<file path="config.mk">
export PLATFORM = sky130hd
export DESIGN_NAME = pbcs_div
export DESIGN_NICKNAME = d
export VERILOG_FILES = /design/src/rtl/pixel_brightness_contrast_saturation_defines.svh /design/src/rtl/pbcs_pkg.sv /design/src/rtl/pbcs_div.sv
export SDC_FILE = /design/constraint.sdc
export NUM_CORES = 1
export LEC_CHECK = 0
export BUFFER_PORTS_ARGS = -buffer_cell sky130_fd_sc_hd__buf_2
export CAP_MARGIN = 0
export CORE_MARGIN = 2
export CORE_UTILIZATION = 50
export CTS_BUF_LIST = sky130_fd_sc_hd__clkbuf_4 sky130_fd_sc_hd__clkbuf_8 sky130_fd_sc_hd__clkbuf_16
export DETAILED_ROUTE_END_ITERATION = 7
export GPL_TIMING_DRIVEN = 0
export PLACE_DENSITY = 0.69
export SLEW_MARGIN = 20
export SYNTH_ARGS = -nofsm -noshare
export SYNTH_HDL_FRONTEND = slang
export SYNTH_SLANG_ARGS = --single-unit
</file>
<file path="constraint.sdc">
create_clock -name clock -period 4.7 [get_ports clock]
set_clock_uncertainty 0.2 [all_clocks]
set_input_delay 0.705 -clock clock [delete_from_list [all_inputs] [get_ports clock]]
set_output_delay 0.705 -clock clock [all_outputs]
set_load 0.005 [all_outputs]
</file>
<file path="src/rtl/pixel_brightness_contrast_saturation_defines.svh">
// Assertion macros shared by the pixel adjustment RTL.
// Included by files that carry concurrent assertions; depends on nothing.
`ifndef PIXEL_BRIGHTNESS_CONTRAST_SATURATION_DEFINES_SVH
`define PIXEL_BRIGHTNESS_CONTRAST_SATURATION_DEFINES_SVH

// Same-cycle implication, disabled during reset.
`define PBCS_ASSERT_IMP(lbl, clk, rst, ante, cons, msg) \
   lbl: assert property (@(posedge clk) disable iff (rst) (ante) |-> (cons)) else $error(msg);

// Next-cycle implication, disabled during reset.
`define PBCS_ASSERT_NEXT(lbl, clk, rst, ante, cons, msg) \
   lbl: assert property (@(posedge clk) disable iff (rst) (ante) |=> (cons)) else $error(msg);

`endif

</file>
<file path="src/rtl/pbcs_pkg.sv">
// Package of the pixel brightness/contrast/saturation block: widths, codes and types.
// Used by the interfaces, the divider, the factor unit and the top level.
package pbcs_pkg;

   localparam int PIX_W     = 8;
   localparam int AMT_W     = 8;
   localparam int CSR_IDX_W = 1;

   // Pipelined divider geometry for saturation and hue.
   localparam int DIV_Q_W    = 17;
   localparam int DIV_N_W    = 28;
   localparam int DIV_D_W    = 12;
   localparam int DIV_STAGES = DIV_Q_W;

   localparam int FACTOR_W = 24;
   localparam int STEP_W   = 18;

   localparam logic [DIV_Q_W-1:0] ONE_Q16 = 17'd65536;

   // Adjustment modes; the fourth code passes the pixel through.
   localparam logic [1:0] MODE_BRIGHT   = 2'd0;
   localparam logic [1:0] MODE_CONTRAST = 2'd1;
   localparam logic [1:0] MODE_SAT      = 2'd2;

   // Register indexes.
   localparam logic [CSR_IDX_W-1:0] CSR_MODE   = 1'b0;
   localparam logic [CSR_IDX_W-1:0] CSR_AMOUNT = 1'b1;

   typedef logic [2:0][PIX_W-1:0] pix_type;

   typedef enum logic [1:0] {
      FAC_LOAD,
      FAC_RUN,
      FAC_IDLE
   } fac_state_type;

   // Coefficients handed from the factor unit to the pixel pipeline.
   typedef struct packed {
      logic                     busy;
      logic [FACTOR_W-1:0]      factor;
      logic signed [STEP_W-1:0] step;
   } coef_type;

   // Data that rides alongside the divider.
   typedef struct packed {
      logic             valid;
      logic             dz;
      logic [PIX_W-1:0] mx;
      pix_type          other;
   } side_type;

endpackage

</file>
<file path="src/rtl/pbcs_div.sv">
// Pipelined restoring divider, one quotient bit per register stage.
// Depends on pbcs_pkg for its widths; the quotient must fit DIV_Q_W bits.
module pbcs_div (
   input  logic                            clock,
   input  logic                            en,
   input  logic [pbcs_pkg::DIV_N_W-1:0]    num_in,
   input  logic [pbcs_pkg::DIV_D_W-1:0]    den_in,
   output logic [pbcs_pkg::DIV_Q_W-1:0]    quot_out
);
   import pbcs_pkg::*;

   typedef logic [DIV_N_W:0] wide_type;

   logic [DIV_N_W-1:0] rem_ff [DIV_STAGES];
   logic [DIV_D_W-1:0] den_ff [DIV_STAGES];
   logic [DIV_Q_W-1:0] quo_ff [DIV_STAGES];

   for (genvar j = 0; j < DIV_STAGES; j++) begin : g_stage
      localparam int B = DIV_Q_W - 1 - j;
      logic [DIV_N_W-1:0] rem_src;
      logic [DIV_D_W-1:0] den_src;
      logic [DIV_Q_W-1:0] quo_src;
      wide_type           diff;
      logic               ge;
      logic [DIV_N_W-1:0] rem_in;
      logic [DIV_Q_W-1:0] quo_in;

      if (j == 0) begin : g_first
         assign rem_src = num_in;
         assign den_src = den_in;
         assign quo_src = '0;
      end else begin : g_next
         assign rem_src = rem_ff[j-1];
         assign den_src = den_ff[j-1];
         assign quo_src = quo_ff[j-1];
      end

      // Trial subtraction of the divisor shifted to this bit.
      always_comb begin
         diff   = wide_type'(rem_src) - (wide_type'(den_src) << B);
         ge     = ~diff[DIV_N_W];
         rem_in = ge ? diff[DIV_N_W-1:0] : rem_src;
         quo_in = quo_src;
         quo_in[B] = ge;
      end

      always_ff @(posedge clock) begin
         if (en) begin
            rem_ff[j] <= rem_in;
            den_ff[j] <= den_src;
            quo_ff[j] <= quo_in;
         end
      end
   end

   assign quot_out = quo_ff[DIV_STAGES-1];

endmodule

</file>
Word level (Yosys, flattened, before mapping)
Memory sizes are Yosys's and may differ from the RTL's.
Cells that the tools add are included.
{"block": "totals", "ff_bits": 0, "mem_bits_rw": 969, "in_bits": 42, "out_inout_bits": 17, "word_cells": 56, "mem_count": 3}
{"memory": "rem_ff", "depth": 17, "word_bits": 28, "rd": 16, "rd_clocked_by_memory_dff": 0, "wr": 17, "line_no": "pbcs_div.sv:14", "rtl": "logic [DIV_N_W-1:0] rem_ff [DIV_STAGES];"}
{"memory": "quo_ff", "depth": 17, "word_bits": 17, "rd": 17, "rd_clocked_by_memory_dff": 0, "wr": 17, "line_no": "pbcs_div.sv:16", "rtl": "logic [DIV_Q_W-1:0] quo_ff [DIV_STAGES];"}
{"memory": "den_ff", "depth": 17, "word_bits": 12, "rd": 16, "rd_clocked_by_memory_dff": 0, "wr": 17, "line_no": "pbcs_div.sv:15", "rtl": "logic [DIV_D_W-1:0] den_ff [DIV_STAGES];"}
{"block": "op_classes", "add_sub_neg": 17, "n_mux": 19, "bitwise": 17}
{"operator": "$mux W28", "count": 17}
{"operator": "$sub A28 B12 Y29", "count": 1}
{"operator": "$sub A28 B13 Y29", "count": 1}
{"operator": "$sub A28 B14 Y29", "count": 1}
{"operator": "$sub A28 B15 Y29", "count": 1}
{"operator": "$sub A28 B16 Y29", "count": 1}
{"operator": "$sub A28 B17 Y29", "count": 1}
{"operator": "$sub A28 B18 Y29", "count": 1}
{"operator": "$sub A28 B19 Y29", "count": 1}
{"operator": "$sub A28 B20 Y29", "count": 1}
{"operator": "$sub A28 B21 Y29", "count": 1}
{"operator": "$sub A28 B22 Y29", "count": 1}
{"operator": "$sub A28 B23 Y29", "count": 1}
{"operator": "$sub A28 B24 Y29", "count": 1}
{"operator": "$sub A28 B25 Y29", "count": 1}
{"operator": "$sub A28 B26 Y29", "count": 1}
{"operator": "$sub A28 B27 Y29", "count": 1}
{"operator": "$sub A28 B28 Y29", "count": 1}
{"operator": "$not A1 Y1", "count": 17}
{"operator": "$mux W1", "count": 2}

Longest topological paths before layout
An unclocked memory read counts as a cell.
{"block": "depth", "depth_word": 3, "ltp_mapped": 14, "depth_no_buf": 12}

Least setup slack after synthesis
OpenSTA, ideal clock, no wires.
{"block": "synth_path", "kind": "input-to-reg", "from": "in num_in[16] in the netlist's numbering", "to": "mem rem_ff[0][20], data pin", "setup_ns": 0.260, "t_arrival_ns": 2.927, "path_slack_ns": 1.313, "path_stages": 12, "n_path_buf": 1, "path_cell_list": "inv_1 ha_1 fa_1 nor2b_1 o31ai_1 a21oi_1 o21ai_0 o21ai_0 nor2_1 o21bai_1 buf_2 mux2_2"}
{"item": "start: declaration", "line_no": "pbcs_div.sv:6", "rtl": "input logic [pbcs_pkg::DIV_N_W-1:0] num_in,"}
{"item": "end: declaration", "line_no": "pbcs_div.sv:14"}

==> reports/summary.txt <==
Post-Place Setup Slack: 492 ps
Final min period: 4340 ps
Routed wire per std cell: 16.6 um
GRT Resource Usage Total: 0.179
Final setup margin: 357 ps
Max Root-Sink Buffers: 3
Yosys warns: 0
Post-DP HPWL: 48.5 mm
Drt first pass iters: 6
First-pass GRT wire length: 114 mm
RSZ-0062 raised after global routing: no
Fillers: 5830
Mapped cell area: 0.0377 sq mm
Post-Syn Nets: 3176
Post-synth EDFFs: 793
Post-synth top flop: edfxtp_1
Critical path cell sequence: inv_1, ha_1, inv_1, fa_1, a211oi_1, o21bai_1, a211oi_1, a21oi_1, nor2_1, clkbuf_1, o21ai_0
CTS buffer count: 86
IO Pins: 59
CTS sink count: 793
Maximum fanout along the worst path: 10
Clock slew at reported path FFs: 60 ps
Site Rows: 100
Layout cell share with drive strength beyond 1: 0.0950
CP max stage cell: nor2_1
Setup TNS: 0 ps
Slew Limit Fails: 0
Final Hold Vio Count: 0
Final Core Density: 0.567
Met2 Wirelength: 32.6 mm
Critical path endpoint category: flop
Post-Syn Area per Cell: 12.9 sq um
Commonest non-fill, non-tap cell in the layout: edfxtp_1
Clock network latency to the later pin of the worst-skew pair: 640 ps
Max-Cap Viols: 0
Post-Route WL: 68.3 mm
Sequential fraction of the synthesis area: 0.632
Clock root buffer: clkbuf_16
Final Cell Area: 0.0423 sq mm
Core area: 0.0746 sq mm
Status: completed
Wire length on met1: 30.4 mm
Leakage power: 16.1 nW
Largest net degree at the start of global routing: 116
Post-cts resize count: 0
Startpoint type of the worst setup path: flop
Starting density of the core: 0.506
Most frequent cells in the layout: edfxtp_1 (793), inv_1 (266), ha_1 (203)
Top routing layer in use: met4
Slowest stage delay, CP: 700 ps
Number of global-route vias before repair: 22900
Initial DRC Count: 1711
RD Place Congestion: 0.907
Worst Hold Depth: 1
Period utilization: 0.924
Critical path depth in cells: 11
WP data arrival: 4490 ps
Rel. slew slack: 0.348
WP buf/inv: 3
I/O Buffers: 58
TritonCTS clock tree: built
Max VDD drop: 0.283 mV
Antenna violations before repair: 1
Antenna diode count: 0
Pwr/cell area: 547 mW/mm^2
DRC violations left: 0
Vias: 22500
Vias/cell: 5.48
Worst min-delay path category: in2reg
Fmax: 0.230 GHz
Final setup vio count: 0
CTS H-tree depth: 3
Cell area after placement: 0.0394 sq mm
Worst Tran Pin Value: 953 ps
Cell variety after synth: 84
Detailed-routed wire length on met3: 3.41 mm
WS Path Type: reg2reg
Gate count of the mapped netlist: 2915
Overall die width: 279 um
Delay-heaviest family, CP: compound AO/OA/AOI/OAI gates
Die area: 0.0776 sq mm
GR Overflow Total: 0
Die H: 279 um
Worst EP required: 4850 ps
Fraction of registers with async set or reset after synthesis: 0
R2R cell count: 11
NumNets Final: 3332
Layout area overhead: 12.1%
FF+latch count, synth: 793
Post-route ant nets: 0
-- per-layer routing --
| metal | track usage | vias to the layer above |
|---|---|---|
| met5 | 0 | - |
| met2 | 0.300 | 550 |
| met1 | 0.236 | 10800 |
| li1 | - | 11100 |
| met4 | 0.0695 | 0 |
| met3 | 0.0286 | 132 |
-- worst reg2reg max path: stages, from the launching register on --
cell	delay (ps)
edfxtp_1	420
inv_1	80
ha_1	150
inv_1	50
fa_1	430
a211oi_1	270
o21bai_1	170
a211oi_1	560
a21oi_1	290
nor2_1	700
clkbuf_1	500
o21ai_0	230
-- Yosys cell counts (5+ instances only) --
cell type,count,area (sq um)
and2_1,7,43.8
fa_1,16,320
a21boi_0,12,90.1
o41ai_1,6,52.6
ha_1,203,2540
xor2_1,120,1050
a211oi_1,22,165
nand3_1,37,185
mux2i_1,11,110
a211o_1,11,96.3
or4_1,12,90.1
buf_2,7,35.0
and3_1,13,81.3
clkbuf_1,29,109
or2_2,10,62.6
inv_1,266,998
a21oi_1,165,826
xnor2_1,94,823
o22ai_1,6,37.5
edfxtp_1,793,23800
nor2_1,193,724
nand2_1,186,698
a21o_1,50,375
mux2_2,51,574
or3_1,23,144
nand2b_1,47,294
nand3b_1,6,45.0
o21ai_0,175,876
o21bai_1,13,97.6
a31oi_1,7,43.8
nor2b_1,46,288
nand4_1,10,62.6
o211ai_1,5,37.5
o21a_1,35,263
nor4_1,36,225
nor3_1,85,425
o31ai_1,28,210
-- power by group --
group / internal (mW) / leakage [nW] / switching (mW)
logic: 2.69 / 7.04 / 3.46
clock network: 3.98 / 1.40 / 2.67
registers: 9.49 / 7.62 / 0.830
total: 16.2 / 16.1 / 6.96
-- sequential cells by signal, indices dropped and copies added (netlist names) --
name	cells
rem_ff	448
quo_ff	153
den_ff	192
-- through the flow --
step / instances / power [mW] / hold slack [ps]
floorplan: 2915 / 14.8 / 200
detailed placement: 3950 / 16.4 / 205
global placement: 3942 / 16.3 / 200
CTS: 4107 / 23.2 / 0.0374
global route: 4107 / 24.5 / 31.4
finish: 4107 / 23.1 / 35.3
-- cell type report --
cell class | instances | area [sq um] | area share
Clock inverter | 51 | 484 | 0.0115
Inverter | 267 | 1000 | 0.0237
Sequential cell | 793 | 23800 | 0.563
Timing Repair Buffer | 68 | 541 | 0.0128
Tap cell | 969 | 1210 | 0.0287
Buffer | 40 | 181 | 0.00429
Multi-Input combinational cell | 1815 | 12700 | 0.301
Clock buffer | 104 | 2340 | 0.0553
-- repair_timing --
action | 4_1_cts | 5_1_grt
setup buffers | 0 | 0
setup endpoints to repair | 0 | 0
endpoints found under the hold margin | 2 | 0
hold buffers | 2 | 0
-- path summary, 6_finish.rpt --
| check | startpoint | endpoint | slack (ps) |
|---|---|---|---|
| min reg2reg | rem_ff[0][225]$_DFFE_PP_ | rem_ff[0][253]$_DFFE_PP_ | 200 |
| min | num_in[10] | rem_ff[0][10]$_DFFE_PP_ | 40 |
| max reg2reg | rem_ff[0][150]$_DFFE_PP_ | rem_ff[0][178]$_DFFE_PP_ | 360 |
| max | rem_ff[0][150]$_DFFE_PP_ | rem_ff[0][178]$_DFFE_PP_ | 360 |
-- cells by family after synthesis --
logic type               Yosys count  synth area share
flip-flops                       793             0.632
buffers and inverters            307            0.0314
XOR/XNOR                         214            0.0497
multiplexers                      63            0.0185
AO/OA/AOI/OAI                    580            0.0959
AND/OR/NAND/NOR                  739            0.0970
adder cells (fa/ha/maj)          219            0.0759
(Power assumes the default switching activity.)
