==> src/rtl/pixel_brightness_contrast_saturation_defines.svh <==
// Assertion macros shared by the pixel adjustment RTL.
// Included by files that carry concurrent assertions; depends on nothing.
`ifndef PIXEL_BRIGHTNESS_CONTRAST_SATURATION_DEFINES_SVH
`define PIXEL_BRIGHTNESS_CONTRAST_SATURATION_DEFINES_SVH

// Same-cycle implication, disabled during reset.
`define PBCS_ASSERT_IMP(lbl, clk, rst, ante, cons, msg) \
   lbl: assert property (@(posedge clk) disable iff (rst) (ante) |-> (cons)) else $error(msg);

// Next-cycle implication, disabled during reset.
`define PBCS_ASSERT_NEXT(lbl, clk, rst, ante, cons, msg) \
   lbl: assert property (@(posedge clk) disable iff (rst) (ante) |=> (cons)) else $error(msg);

`endif

==> src/rtl/pbcs_pkg.sv <==
// Package of the pixel brightness/contrast/saturation block: widths, codes and types.
// Used by the interfaces, the divider, the factor unit and the top level.
package pbcs_pkg;

   localparam int PIX_W     = 8;
   localparam int AMT_W     = 8;
   localparam int CSR_IDX_W = 1;

   // Pipelined divider geometry for saturation and hue.
   localparam int DIV_Q_W    = 17;
   localparam int DIV_N_W    = 28;
   localparam int DIV_D_W    = 12;
   localparam int DIV_STAGES = DIV_Q_W;

   localparam int FACTOR_W = 24;
   localparam int STEP_W   = 18;

   localparam logic [DIV_Q_W-1:0] ONE_Q16 = 17'd65536;

   // Adjustment modes; the fourth code passes the pixel through.
   localparam logic [1:0] MODE_BRIGHT   = 2'd0;
   localparam logic [1:0] MODE_CONTRAST = 2'd1;
   localparam logic [1:0] MODE_SAT      = 2'd2;

   // Register indexes.
   localparam logic [CSR_IDX_W-1:0] CSR_MODE   = 1'b0;
   localparam logic [CSR_IDX_W-1:0] CSR_AMOUNT = 1'b1;

   typedef logic [2:0][PIX_W-1:0] pix_type;

   typedef enum logic [1:0] {
      FAC_LOAD,
      FAC_RUN,
      FAC_IDLE
   } fac_state_type;

   // Coefficients handed from the factor unit to the pixel pipeline.
   typedef struct packed {
      logic                     busy;
      logic [FACTOR_W-1:0]      factor;
      logic signed [STEP_W-1:0] step;
   } coef_type;

   // Data that rides alongside the divider.
   typedef struct packed {
      logic             valid;
      logic             dz;
      logic [PIX_W-1:0] mx;
      pix_type          other;
   } side_type;

endpackage

==> src/rtl/pbcs_factor.sv <==
// Coefficient unit: contrast factor by a serial divider, and the saturation step.
// Depends on pbcs_pkg; recomputes after reset and after every register write.
module pbcs_factor (
   input  logic                              clock,
   input  logic                              reset,
   input  logic                              restart,
   input  logic signed [pbcs_pkg::AMT_W-1:0] amount,
   output pbcs_pkg::coef_type                coef_out
);
   import pbcs_pkg::*;

   localparam int FNUM_W = 34;
   localparam int FDEN_W = 22;
   localparam logic [5:0] LAST_BIT = 6'(FNUM_W - 1);

   fac_state_type state_ff, state_in;
   logic [5:0]              cnt_ff;
   logic [FNUM_W-1:0]       num_ff;
   logic [FNUM_W-1:0]       quo_ff;
   logic [FDEN_W-1:0]       rem_ff;
   logic [FDEN_W-1:0]       den2_ff;
   logic [FACTOR_W-1:0]     factor_ff;
   logic signed [STEP_W-1:0] step_ff;

   logic                    in_range;
   logic [7:0]              a_plus;
   logic signed [25:0]      den;
   logic [FNUM_W-1:0]       num2;
   logic [FDEN_W:0]         trial;
   logic [FDEN_W:0]         trial_diff;
   logic                    ge;
   logic [FNUM_W-1:0]       quo_next;
   logic [AMT_W-1:0]        a_abs;
   logic [12:0]             y;
   logic [24:0]             y_scaled;
   logic [16:0]             mag;

   // Numerator and denominator of the rounded factor quotient.
   always_comb begin
      in_range = (amount >= -8'sd100) && (amount <= 8'sd100);
      a_plus   = 8'(amount + 8'sd100);
      den      = 26'sd1000001 - 26'(amount) * 26'sd10000;
      num2     = FNUM_W'(a_plus) * FNUM_W'(81920000) + FNUM_W'(den);
   end

   // Step of amount/100 in signed Q1.16, rounded half away from zero.
   always_comb begin
      a_abs    = amount[AMT_W-1] ? AMT_W'(-amount) : AMT_W'(amount);
      y        = 13'(a_abs) * 13'd36 + 13'd50;
      y_scaled = 25'(y) * 25'd5243;
      mag      = 17'(a_abs) * 17'd655 + 17'(y_scaled[24:19]);
   end

   // One quotient bit per cycle while in FAC_RUN.
   always_comb begin
      trial      = {rem_ff, num_ff[FNUM_W-1]};
      trial_diff = trial - {1'b0, den2_ff};
      ge         = (trial >= {1'b0, den2_ff});
      quo_next   = {quo_ff[FNUM_W-2:0], ge};
   end

   // Next state.
   always_comb begin
      state_in = state_ff;
      case (state_ff)
         FAC_LOAD: state_in = in_range ? FAC_RUN : FAC_IDLE;
         FAC_RUN:  state_in = (cnt_ff == LAST_BIT) ? FAC_IDLE : FAC_RUN;
         FAC_IDLE: state_in = FAC_IDLE;
         default:  state_in = FAC_LOAD;
      endcase
      if (restart) begin
         state_in = FAC_LOAD;
      end
   end

   always_ff @(posedge clock) begin
      if (reset) begin
         state_ff <= FAC_LOAD;
      end else begin
         state_ff <= state_in;
      end
   end

   // Divider datapath and coefficient registers.
   always_ff @(posedge clock) begin
      case (state_ff)
         FAC_LOAD: begin
            num_ff  <= num2;
            den2_ff <= FDEN_W'(den) << 1;
            rem_ff  <= '0;
            quo_ff  <= '0;
            cnt_ff  <= '0;
            step_ff <= amount[AMT_W-1] ? -STEP_W'(mag) : STEP_W'(mag);
            if (!in_range) begin
               factor_ff <= '0;
            end
         end
         FAC_RUN: begin
            rem_ff <= ge ? trial_diff[FDEN_W-1:0] : trial[FDEN_W-1:0];
            num_ff <= {num_ff[FNUM_W-2:0], 1'b0};
            quo_ff <= quo_next;
            cnt_ff <= cnt_ff + 6'd1;
            if (cnt_ff == LAST_BIT) begin
               factor_ff <= (|quo_next[FNUM_W-1:FACTOR_W]) ? {FACTOR_W{1'b1}}
                                                          : quo_next[FACTOR_W-1:0];
            end
         end
         default: begin
         end
      endcase
   end

   // Outputs.
   always_comb begin
      coef_out.busy   = (state_ff != FAC_IDLE);
      coef_out.factor = factor_ff;
      coef_out.step   = step_ff;
   end

endmodule

==> config.mk <==
export PLATFORM = sky130hd
export DESIGN_NAME = pbcs_factor
export DESIGN_NICKNAME = d
export VERILOG_FILES = /design/src/rtl/pixel_brightness_contrast_saturation_defines.svh /design/src/rtl/pbcs_pkg.sv /design/src/rtl/pbcs_factor.sv
export SDC_FILE = /design/constraint.sdc
export NUM_CORES = 1
export LEC_CHECK = 0
export BUFFER_PORTS_ARGS = -buffer_cell sky130_fd_sc_hd__buf_2
export CAP_MARGIN = 10
export CORE_MARGIN = 3
export CORE_UTILIZATION = 55
export CTS_CLUSTER_DIAMETER = 60
export DETAILED_ROUTE_END_ITERATION = 6
export GPL_ROUTABILITY_DRIVEN = 0
export PLACE_DENSITY = 0.74
export SLEW_MARGIN = 20
export SYNTH_ARGS = -nofsm -noshare
export SYNTH_HDL_FRONTEND = slang
export SYNTH_SLANG_ARGS = --single-unit
==> constraint.sdc <==
create_clock -name clock -period 19.2 [get_ports clock]
set_input_delay 1.92 -clock clock [delete_from_list [all_inputs] [get_ports clock]]
set_output_delay 1.92 -clock clock [all_outputs]
set_load 0.02 [all_outputs]
* Yosys cells after proc, flatten, opt, wreduce, memory -nomap -nowiden *
Cells that the tools add are included.
W data, S select, Z words.

cells by class
  add/sub/neg operators = 9
  magnitude comparators = 3
  multipliers = 5
  equality and inequality tests = 6
  reductions and logical operators = 6
  mux-type cells = 14

operator list
  operator                  number
  $mux W24                  3
  $pmux W34 S2              1
  $pmux W33 S2              1
  $pmux W24 S2              1
  $pmux W22 S2              1
  $add A34 B34 Y34          1
  $mul A8 B10 Y17 const B   2
  $mul A13 B13 Y25 const B  1
  $sub A21 B23 Y24 const A  1
  $ge A23 B22 Y1            1
  $mux W22                  1
  $sub A22 B22 Y22          1
  $mul A8 B11 Y19 const B   1
  $neg A17 Y18              1
  $add A17 B6 Y17           1
  $mux W17                  1
  $add A13 B6 Y13 const B   1
  $pmux W6 S2               1
  $mul A8 B4 Y11 const B    1
  $reduce_or A10 Y1         1
  $add A8 B8 Y8 const B     1
  $ge A8 B8 Y1 const B      1
  $le A8 B8 Y1 const B      1
  $mux W8                   1
  other kinds (13)          16

storage, ports and cells
  register bits after elaboration = 160
  word-level logic and storage cells = 52
  output and inout port bits = 43
  bits of input ports = 11

* Depth between registers and ports, before layout *
Gate-level depths: netlist of the first run.

  word-level depth = 8
  depth in mapped cells = 51
  depth with buffers taken out = 50

* Worst setup path after synthesis of the first run *
No wires, ideal clock.

  path type = input port to flip-flop
  start = in amount[7] in the netlist's numbering
  end = reg step_ff[17], data pin
  required time = 18941 ps
  arrival time = 13831 ps
  library setup time = 259 ps
  path slack = 5110 ps
  stages on the path = 45
  buffers on the path = 1
  path through = clkbuf_1 > o21ai_0 > inv_1 > nor2_1 > ha_1 > a21o_1 > a21oi_1 > o21bai_1 > a21oi_1 > xnor2_1 > nor4b_1 > xnor2_1 > ha_1 > ha_1 > fa_1 > inv_1 > fa_1 > fa_1 > [... 9 more ...] > xnor2_1 > ha_1 > inv_1 > fa_1 > inv_1 > ha_1 > inv_1 > fa_1 > inv_1 > ha_1 > a21o_1 > a21o_4 > a211o_1 > a21o_1 > a221oi_2 > or4b_4 > or4_1 > o31a_1

on the way
  longest elaborated chain between the ends = 7
  elaborated cells between the ends (all ways) = 8
  classes of those cells = add/sub (4); mul (3); mux (1)

ends and longest elaborated chain
  what                    line               text
  start: declaration      pbcs_factor.sv:7   input logic signed [pbcs_pkg::AMT_W-1:0] amount,
  $neg A8 Y8              pbcs_factor.sv:48  a_abs = amount[AMT_W-1] ? AMT_W'(-amount) : AMT_W'(amount);
  $mux W8                 pbcs_factor.sv:48
  $mul A8 B4 Y11          pbcs_factor.sv:49  y = 13'(a_abs) * 13'd36 + 13'd50;
  $add A13 B6 Y13         pbcs_factor.sv:49
  $mul A13 B13 Y25        pbcs_factor.sv:50  y_scaled = 25'(y) * 25'd5243;
  $add A17 B6 Y17         pbcs_factor.sv:51  mag = 17'(a_abs) * 17'd655 + 17'(y_scaled[24:19]);
  $neg A17 Y18            pbcs_factor.sv:93  step_ff <= amount[AMT_W-1] ? -STEP_W'(mag) : STEP_W'(mag);
  end signal: assignment  pbcs_factor.sv:93
  end: declaration        pbcs_factor.sv:23  logic signed [STEP_W-1:0] step_ff;

Several ways; a longest one is shown, not always the timed one.
A chain may end at the register's enable or synchronous reset.

* Worst setup path in the final report of the first run *
  start = in amount[0] in the netlist's numbering
  end = reg step_ff[17], data pin

on the way
  longest elaborated chain between the ends = 7
  elaborated cells between the ends (all ways) = 8
  classes of those cells = add/sub (4); mul (3); mux (1)

ends and longest elaborated chain
  what                 line
  $neg A8 Y8           pbcs_factor.sv:48
  $mux W8 (*)          pbcs_factor.sv:48
  $mul A8 B4 Y11       pbcs_factor.sv:49
  $add A13 B6 Y13      pbcs_factor.sv:49
  $mul A13 B13 Y25     pbcs_factor.sv:50
  $add A17 B6 Y17 (*)  pbcs_factor.sv:51
  $neg A17 Y18 (*)     pbcs_factor.sv:93

Every way passes the cells marked *; elsewhere a longest branch is shown, timed or not.

==> impl_metrics.py, run 1 <==
metrics = {
    "grt": {
        "grt_use_total_pct": 20.9,
        "grt_overflow": 0,
        "grt_pass1_vias": 11465,
        "antenna_found_initial": 0,
        "grt_max_degree": 84,
        "grt_first_pass_wirelength_um": 53000,
    },
    "die": {
        "rows": 61,
        "coreArea_sq_um": 28000,
        "ioPinCount": 54,
        "die_h_um": 175,
        "die_w_um": 175,
        "die_area_sq_um": 30700,
        "start_util_pct": 56.2,
    },
    "worst_setup_path": {
        "crit_arrival_ns": 15.00,
        "endpoint_kind": "flip-flop",
        "critPathLaunchType": "input port",
        "critPathMaxFanout": 21,
        "cpMaxStageDelayCell": "xnor2_1",
        "crit_top_cell": "ha_1",
        "crit_type": "input port to flip-flop",
        "slowest_delay_ns": 0.74,
        "worstPathRequired_ns": 19.38,
    },
    "synthesis": {
        "synth-simple-area-share_pct": 12.6,
        "syn_nets": 1945,
        "synth_fa_ha_area_share_pct": 33.0,
        "synth_xor_area_share_pct": 7.13,
        "yosysSeqAreaShare_pct": 29.6,
        "yosysTopAreaCellShare_pct": 29.4,
        "synth_seq_cells": 156,
        "yosys_warnings": 0,
        "async_flop_share_pct": 0,
        "avgSynthCellArea_sq_um": 10.0,
        "dominantRegCellSynth": "edfxtp_1",
        "synth-edff-count": 154,
        "synth_area_sq_um": 15700,
        "synth_cell_type_count": 67,
        "syn-instance-count": 1573,
        "synth_compound_area_share_pct": 10.4,
        "synth_mux_area_share_pct": 0.445,
        "synth_top_family_by_area": "adder cells",
        "synth_area_leaders": "edfxtp_1, ha_1, fa_1",
        "yosysTopAreaCell": "edfxtp_1",
    },
    "clocking": {
        "cts_resized": 0,
        "cts-root-buf": "clkbuf_16",
        "worstSkewPairLatency_ns": 0.44,
        "htree_levels": 4,
        "numCtsBuffers": 17,
        "cts_setup_buffers": 0,
        "clockBufferDepth": 2,
        "clk_pin_slew_ns": 0.08,
        "cts_tree": "done",
        "clock_sinks": 156,
        "cts_hold_buf": 0,
    },
    "route": {
        "vias": 11039,
        "firstDrtPassIters": 5,
        "ant_nets": 0,
        "drt-total-wl_um": 30900,
        "drt-initial-drc-count": 562,
        "routedWlPerCell_um": 15.3,
        "viasPerCell": 5.47,
        "drc": 0,
    },
    "flow_run": {
        "maxCapViolCount": 0,
    },
    "timing": {
        "period_share_pct": 77.2,
        "setup_viol": 0,
        "fmax_ghz": 0.0675,
        "fin_setup_tns_ns": 0,
        "rsz0062_at_grt": "false",
        "slew_headroom_pct": 28.4,
        "finalHoldViolCount": 0,
        "drv_slew": 0,
        "fin_skew_ns": 0.0209,
        "tightest_slew_ns": 1.06,
        "period_minus_slack_ns": 14.82,
        "holdWs_ns": 0.522,
    },
    "layout": {
        "drive_above_1_share_pct": 7.26,
        "n_fill_cell": 2266,
        "antenna_cells": 0,
        "area_delta_synth_final_pct": 8.47,
        "nets": 1999,
    },
    "run_status": {
        "status": "completed",
    },
    "placement": {
        "port_buffers": 53,
        "hpwl_um": 23800,
    },
    "min_path": {
        "hp-class": "flip-flop to flip-flop",
    },
}
cells by family after synthesis:
| kind of cell | count (synthesis) |
|---|---|
| XOR/XNOR | 125 |
| multiplexers | 7 |
| AND/OR/NAND/NOR | 397 |
| flip-flops | 156 |
| AO/OA/AOI/OAI | 242 |
| buffers and inverters | 285 |
| adder cells (fa/ha/maj) | 361 |
state kept, by name, summed over array words and instances (netlist names):
register and flops:
num_ff 34, quo_ff 33, factor_ff 24, rem_ff 22
step_ff 18, den2_ff 17, cnt_ff 6, state_ff 2
final timing paths:
path / startpoint / endpoint / slack (ns) / depth (start not counted)
min reg2reg: num_ff[17] / num_ff[18] / 0.52 / 2
max: amount[0] / step_ff[17] / 4.38 / 48
min: num_ff[17] / num_ff[18] / 0.52 / 2
max reg2reg: rem_ff[15] / rem_ff[14] / 15.20 / 9
synthesized netlist by cell type (9+ instances only):
library cell and number:
a21o_1 32, xor2_1 33, o21bai_1 10, fa_1 90
and2_1 42, nor2_1 124, nor3_1 23, clkbuf_1 20
o21a_1 10, a211oi_1 10, nand2_1 78, or3_1 9
edfxtp_1 154, o21ai_0 34, or2_2 10, nor2b_1 9
o31ai_1 14, ha_1 271, inv_1 259, nand3_1 19
xnor2_1 90, and3_1 12, nand2b_1 32, a21oi_1 68
per-layer routing:
layer	up-vias	global-route usage (%)	share of wire, %
li1	5498	-	-
met1	5302	26.2	44
met2	197	37.2	50
met3	42	2.98	3.7
met4	0	6.35	1.9
met5	-	0	0
metrics by stage:
step	area, sq um	std cells	setup WS (ns)	util [%]
after floorplan	15700	1573	5.11	-
after global placement	16500	1986	4.13	58.8
after detailed placement	16500	1986	3.85	58.8
after CTS	17100	2018	4.28	61.0
after global routing	17100	2018	3.43	61.0
final	17100	2018	4.38	61.0
final cells by class:
class,count,area [sq um],area share [%]
clock inverters,15,173,1.01
flip-flops and latches,156,4660,27.3
repair buffers,61,325,1.90
clock buffers,17,425,2.49
inverters,259,973,5.70
well taps,378,473,2.77
multi-input cells,1132,10000,58.8
layout by cell type, fill, tap and decap left out, types with 14 or more instances in the layout:
cell | synthesis | final
a21oi_1 | 68 | 68
xnor2_1 | 90 | 90
nor3_1 | 23 | 23
ha_1 | 271 | 271
nand2b_1 | 32 | 32
fa_1 | 90 | 90
o31ai_1 | 14 | 14
nand3_1 | 19 | 19
buf_2 | 3 | 53
inv_1 | 259 | 257
a21o_1 | 32 | 32
clkbuf_16 | 0 | 17
o21ai_0 | 34 | 33
xor2_1 | 33 | 33
edfxtp_1 | 154 | 154
and2_1 | 42 | 42
nor2_1 | 124 | 122
nand2_1 | 78 | 78
worst max-delay path: cells and delay by family:
kind | cells | cell delay (ns)
buffers and inverters | 9 | 1.23
adder cells (fa/ha/maj) | 14 | 5.47
AND/OR/NAND/NOR | 5 | 1.71
XOR/XNOR | 4 | 1.36
AO/OA/AOI/OAI | 16 | 3.26
Power of run 1 is left out: the tool's default activity adds up to more than one toggle a clock period on the data nets, which glitch-free logic cannot reach.
==> inputs of run 2 (changes only) <==
--- a/config.mk
+++ b/config.mk
@@ -5,6 +5,7 @@
 export SDC_FILE = /design/constraint.sdc
 export NUM_CORES = 1
 export LEC_CHECK = 0
+export ABC_AREA = 1
 export BUFFER_PORTS_ARGS = -buffer_cell sky130_fd_sc_hd__buf_2
 export CAP_MARGIN = 10
 export CORE_MARGIN = 3
@@ -12,7 +13,7 @@
 export CTS_CLUSTER_DIAMETER = 60
 export DETAILED_ROUTE_END_ITERATION = 6
 export GPL_ROUTABILITY_DRIVEN = 0
-export PLACE_DENSITY = 0.74
+export PLACE_DENSITY = 0.77
 export SLEW_MARGIN = 20
 export SYNTH_ARGS = -nofsm -noshare
 export SYNTH_HDL_FRONTEND = slang
==> constraint.sdc (replaced) <==
create_clock -name clock -period 13.45 [get_ports clock]
set_input_delay 1.345 -clock clock [delete_from_list [all_inputs] [get_ports clock]]
set_output_delay 1.345 -clock clock [all_outputs]
set_load 0.02 [all_outputs]
==> impl_metrics.py, run 2 <==
metrics = {
    "timing": {
        "fin_skew_ns": 0.0185,
        "holdWs_ns": 0.520,
        "period_minus_slack_ns": 12.60,
        "setup_viol": 0,
        "fmax_ghz": 0.0793,
        "rsz0062_at_grt": "false",
        "fin_setup_tns_ns": 0,
        "period_share_pct": 93.7,
        "finalHoldViolCount": 0,
        "drv_slew": 0,
        "tightest_slew_ns": 0.820,
        "slew_headroom_pct": 45.3,
    },
    "worst_setup_path": {
        "critical_path.top_delay_family": "adder cells",
        "endpoint_kind": "flip-flop",
        "critPathLaunchType": "input port",
        "slowest_delay_ns": 0.58,
        "timing.rr.start": "rem_ff[11]",
        "worstPathRequired_ns": 13.64,
        "crit_type": "input port to flip-flop",
        "reg2regPathDepth": 12,
        "crit_arrival_ns": 12.79,
        "startpoint": "amount[7]",
        "cpMaxStageDelayCell": "xor2_1",
        "critPathMaxFanout": 33,
        "crit_top_cell": "nand2_1",
        "crit_buf_inv": 10,
        "reg2reg_to": "rem_ff[18]",
        "reg2reg_slack_ns": 10.62,
    },
    "clocking": {
        "cts_hold_buf": 0,
        "worstSkewPairLatency_ns": 0.44,
        "htree_levels": 4,
        "cts_tree": "done",
        "numCtsBuffers": 17,
        "cts-root-buf": "clkbuf_16",
        "cts_resized": 0,
        "clockBufferDepth": 2,
        "clock_sinks": 156,
        "clk_pin_slew_ns": 0.09,
        "cts_setup_buffers": 0,
    },
    "die": {
        "die_area_sq_um": 32100,
        "coreArea_sq_um": 29200,
        "rows": 62,
        "die_h_um": 179,
        "start_util_pct": 56.6,
        "ioPinCount": 54,
        "die_w_um": 179,
    },
    "synthesis": {
        "yosysMostFrequentCell": "inv_1",
        "synth_cell_type_count": 54,
        "yosysTopAreaCell": "edfxtp_1",
        "yosysSeqAreaShare_pct": 28.3,
        "synth-edff-count": 154,
        "avgSynthCellArea_sq_um": 8.59,
        "synth_area_leaders": "edfxtp_1, ha_1, fa_1",
        "synth_seq_cells": 156,
        "syn-instance-count": 1922,
        "syn_nets": 2294,
        "dominantRegCellSynth": "edfxtp_1",
        "synth_area_sq_um": 16500,
        "synth_commonest_cells": "inv_1, nand2_1, ha_1",
        "yosysTopAreaCellShare_pct": 28.0,
        "async_flop_share_pct": 0,
        "yosys_warnings": 0,
    },
    "layout": {
        "drive_above_1_share_pct": 7.18,
        "area_delta_synth_final_pct": 7.95,
        "final_cell_mix": "inv_1, nand2_1, ha_1, edfxtp_1, nor2_1",
        "largest_registers": "num_ff (34), quo_ff (33), factor_ff (24)",
        "antenna_cells": 0,
        "final_common_cell": "inv_1",
        "nets": 2351,
        "largest_register_ffs": 34,
        "regMostFlops": "num_ff",
        "utilization_pct": 61.1,
    },
    "grt": {
        "grt_max_degree": 69,
        "grt_overflow": 0,
        "grt_first_pass_wirelength_um": 58700,
        "grt_pass1_vias": 12682,
        "grt_use_total_pct": 22.7,
        "antenna_found_initial": 1,
    },
    "placement": {
        "port_buffers": 53,
        "hpwl_um": 28300,
    },
    "route": {
        "drt-initial-drc-count": 890,
        "ant_nets": 0,
        "vias": 12789,
        "firstDrtPassIters": 5,
        "viasPerCell": 5.38,
        "drt-total-wl_um": 35900,
        "routedWlPerCell_um": 15.1,
        "drc": 0,
    },
    "min_path": {
        "hp-class": "flip-flop to flip-flop",
        "hold_end": "num_ff[7]",
        "worstHoldPathCells": 2,
        "hold_start": "num_ff[6]",
    },
    "run_status": {
        "status": "completed",
    },
    "flow_run": {
        "maxCapViolCount": 0,
    },
}
run 2: through the flow:
stage	area, sq um	setup WS [ns]	cells
5_1_grt	17800	0.181	2375
4_1_cts	17800	0.937	2375
6_report	17800	0.846	2375
3_5_place_dp	17300	0.505	2344
2_1_floorplan	16500	1.56	1922
3_3_place_gp	17300	0.899	2344
run 2: cell families (layout without fill, tap and decap cells):
kind of cell | after synthesis | count (layout) | share of synthesized area (%)
xor+xnor | 108 | 108 | 6.16
simple gates | 616 | 616 | 15.8
fa+ha+maj | 361 | 361 | 31.4
compound gates | 245 | 245 | 8.36
flops | 156 | 156 | 28.3
buf+inv | 436 | 505 | 9.99
run 2: layout make-up:
class	count	area [sq um]
repair buffers	64	348
clock inverters	13	131
flip-flops and latches	156	4660
clock buffers	18	429
multi-input cells	1330	10200
fillers	2405	11300
well taps	384	480
inverters	410	1540
run 2: per-layer routing:
metal / vias to the layer above / track usage [%] / share of wire (%)
met5: - / 0 / 0.022
met4: 2 / 7.41 / 2.7
li1: 6328 / - / -
met2: 347 / 40.2 / 50
met1: 6038 / 27.9 / 42
met3: 74 / 4.21 / 5.2
run 2: worst min-delay path, stage by stage, from the launching register on:
cell      delay [ns]
edfxtp_1        0.32
nand2_1         0.05
nand2_1         0.06
run 2: worst max path at each step:
stage | endpoint | slack [ns] | depth (start not counted)
after global placement | step_ff[15] | 0.90 | 56
after floorplan | step_ff[12] | 1.56 | 48
after global routing | step_ff[15] | 0.18 | 55
after detailed placement | step_ff[15] | 0.51 | 55
final | step_ff[15] | 0.85 | 55
after CTS | step_ff[15] | 0.94 | 55
Power of run 2 is left out for the same reason.
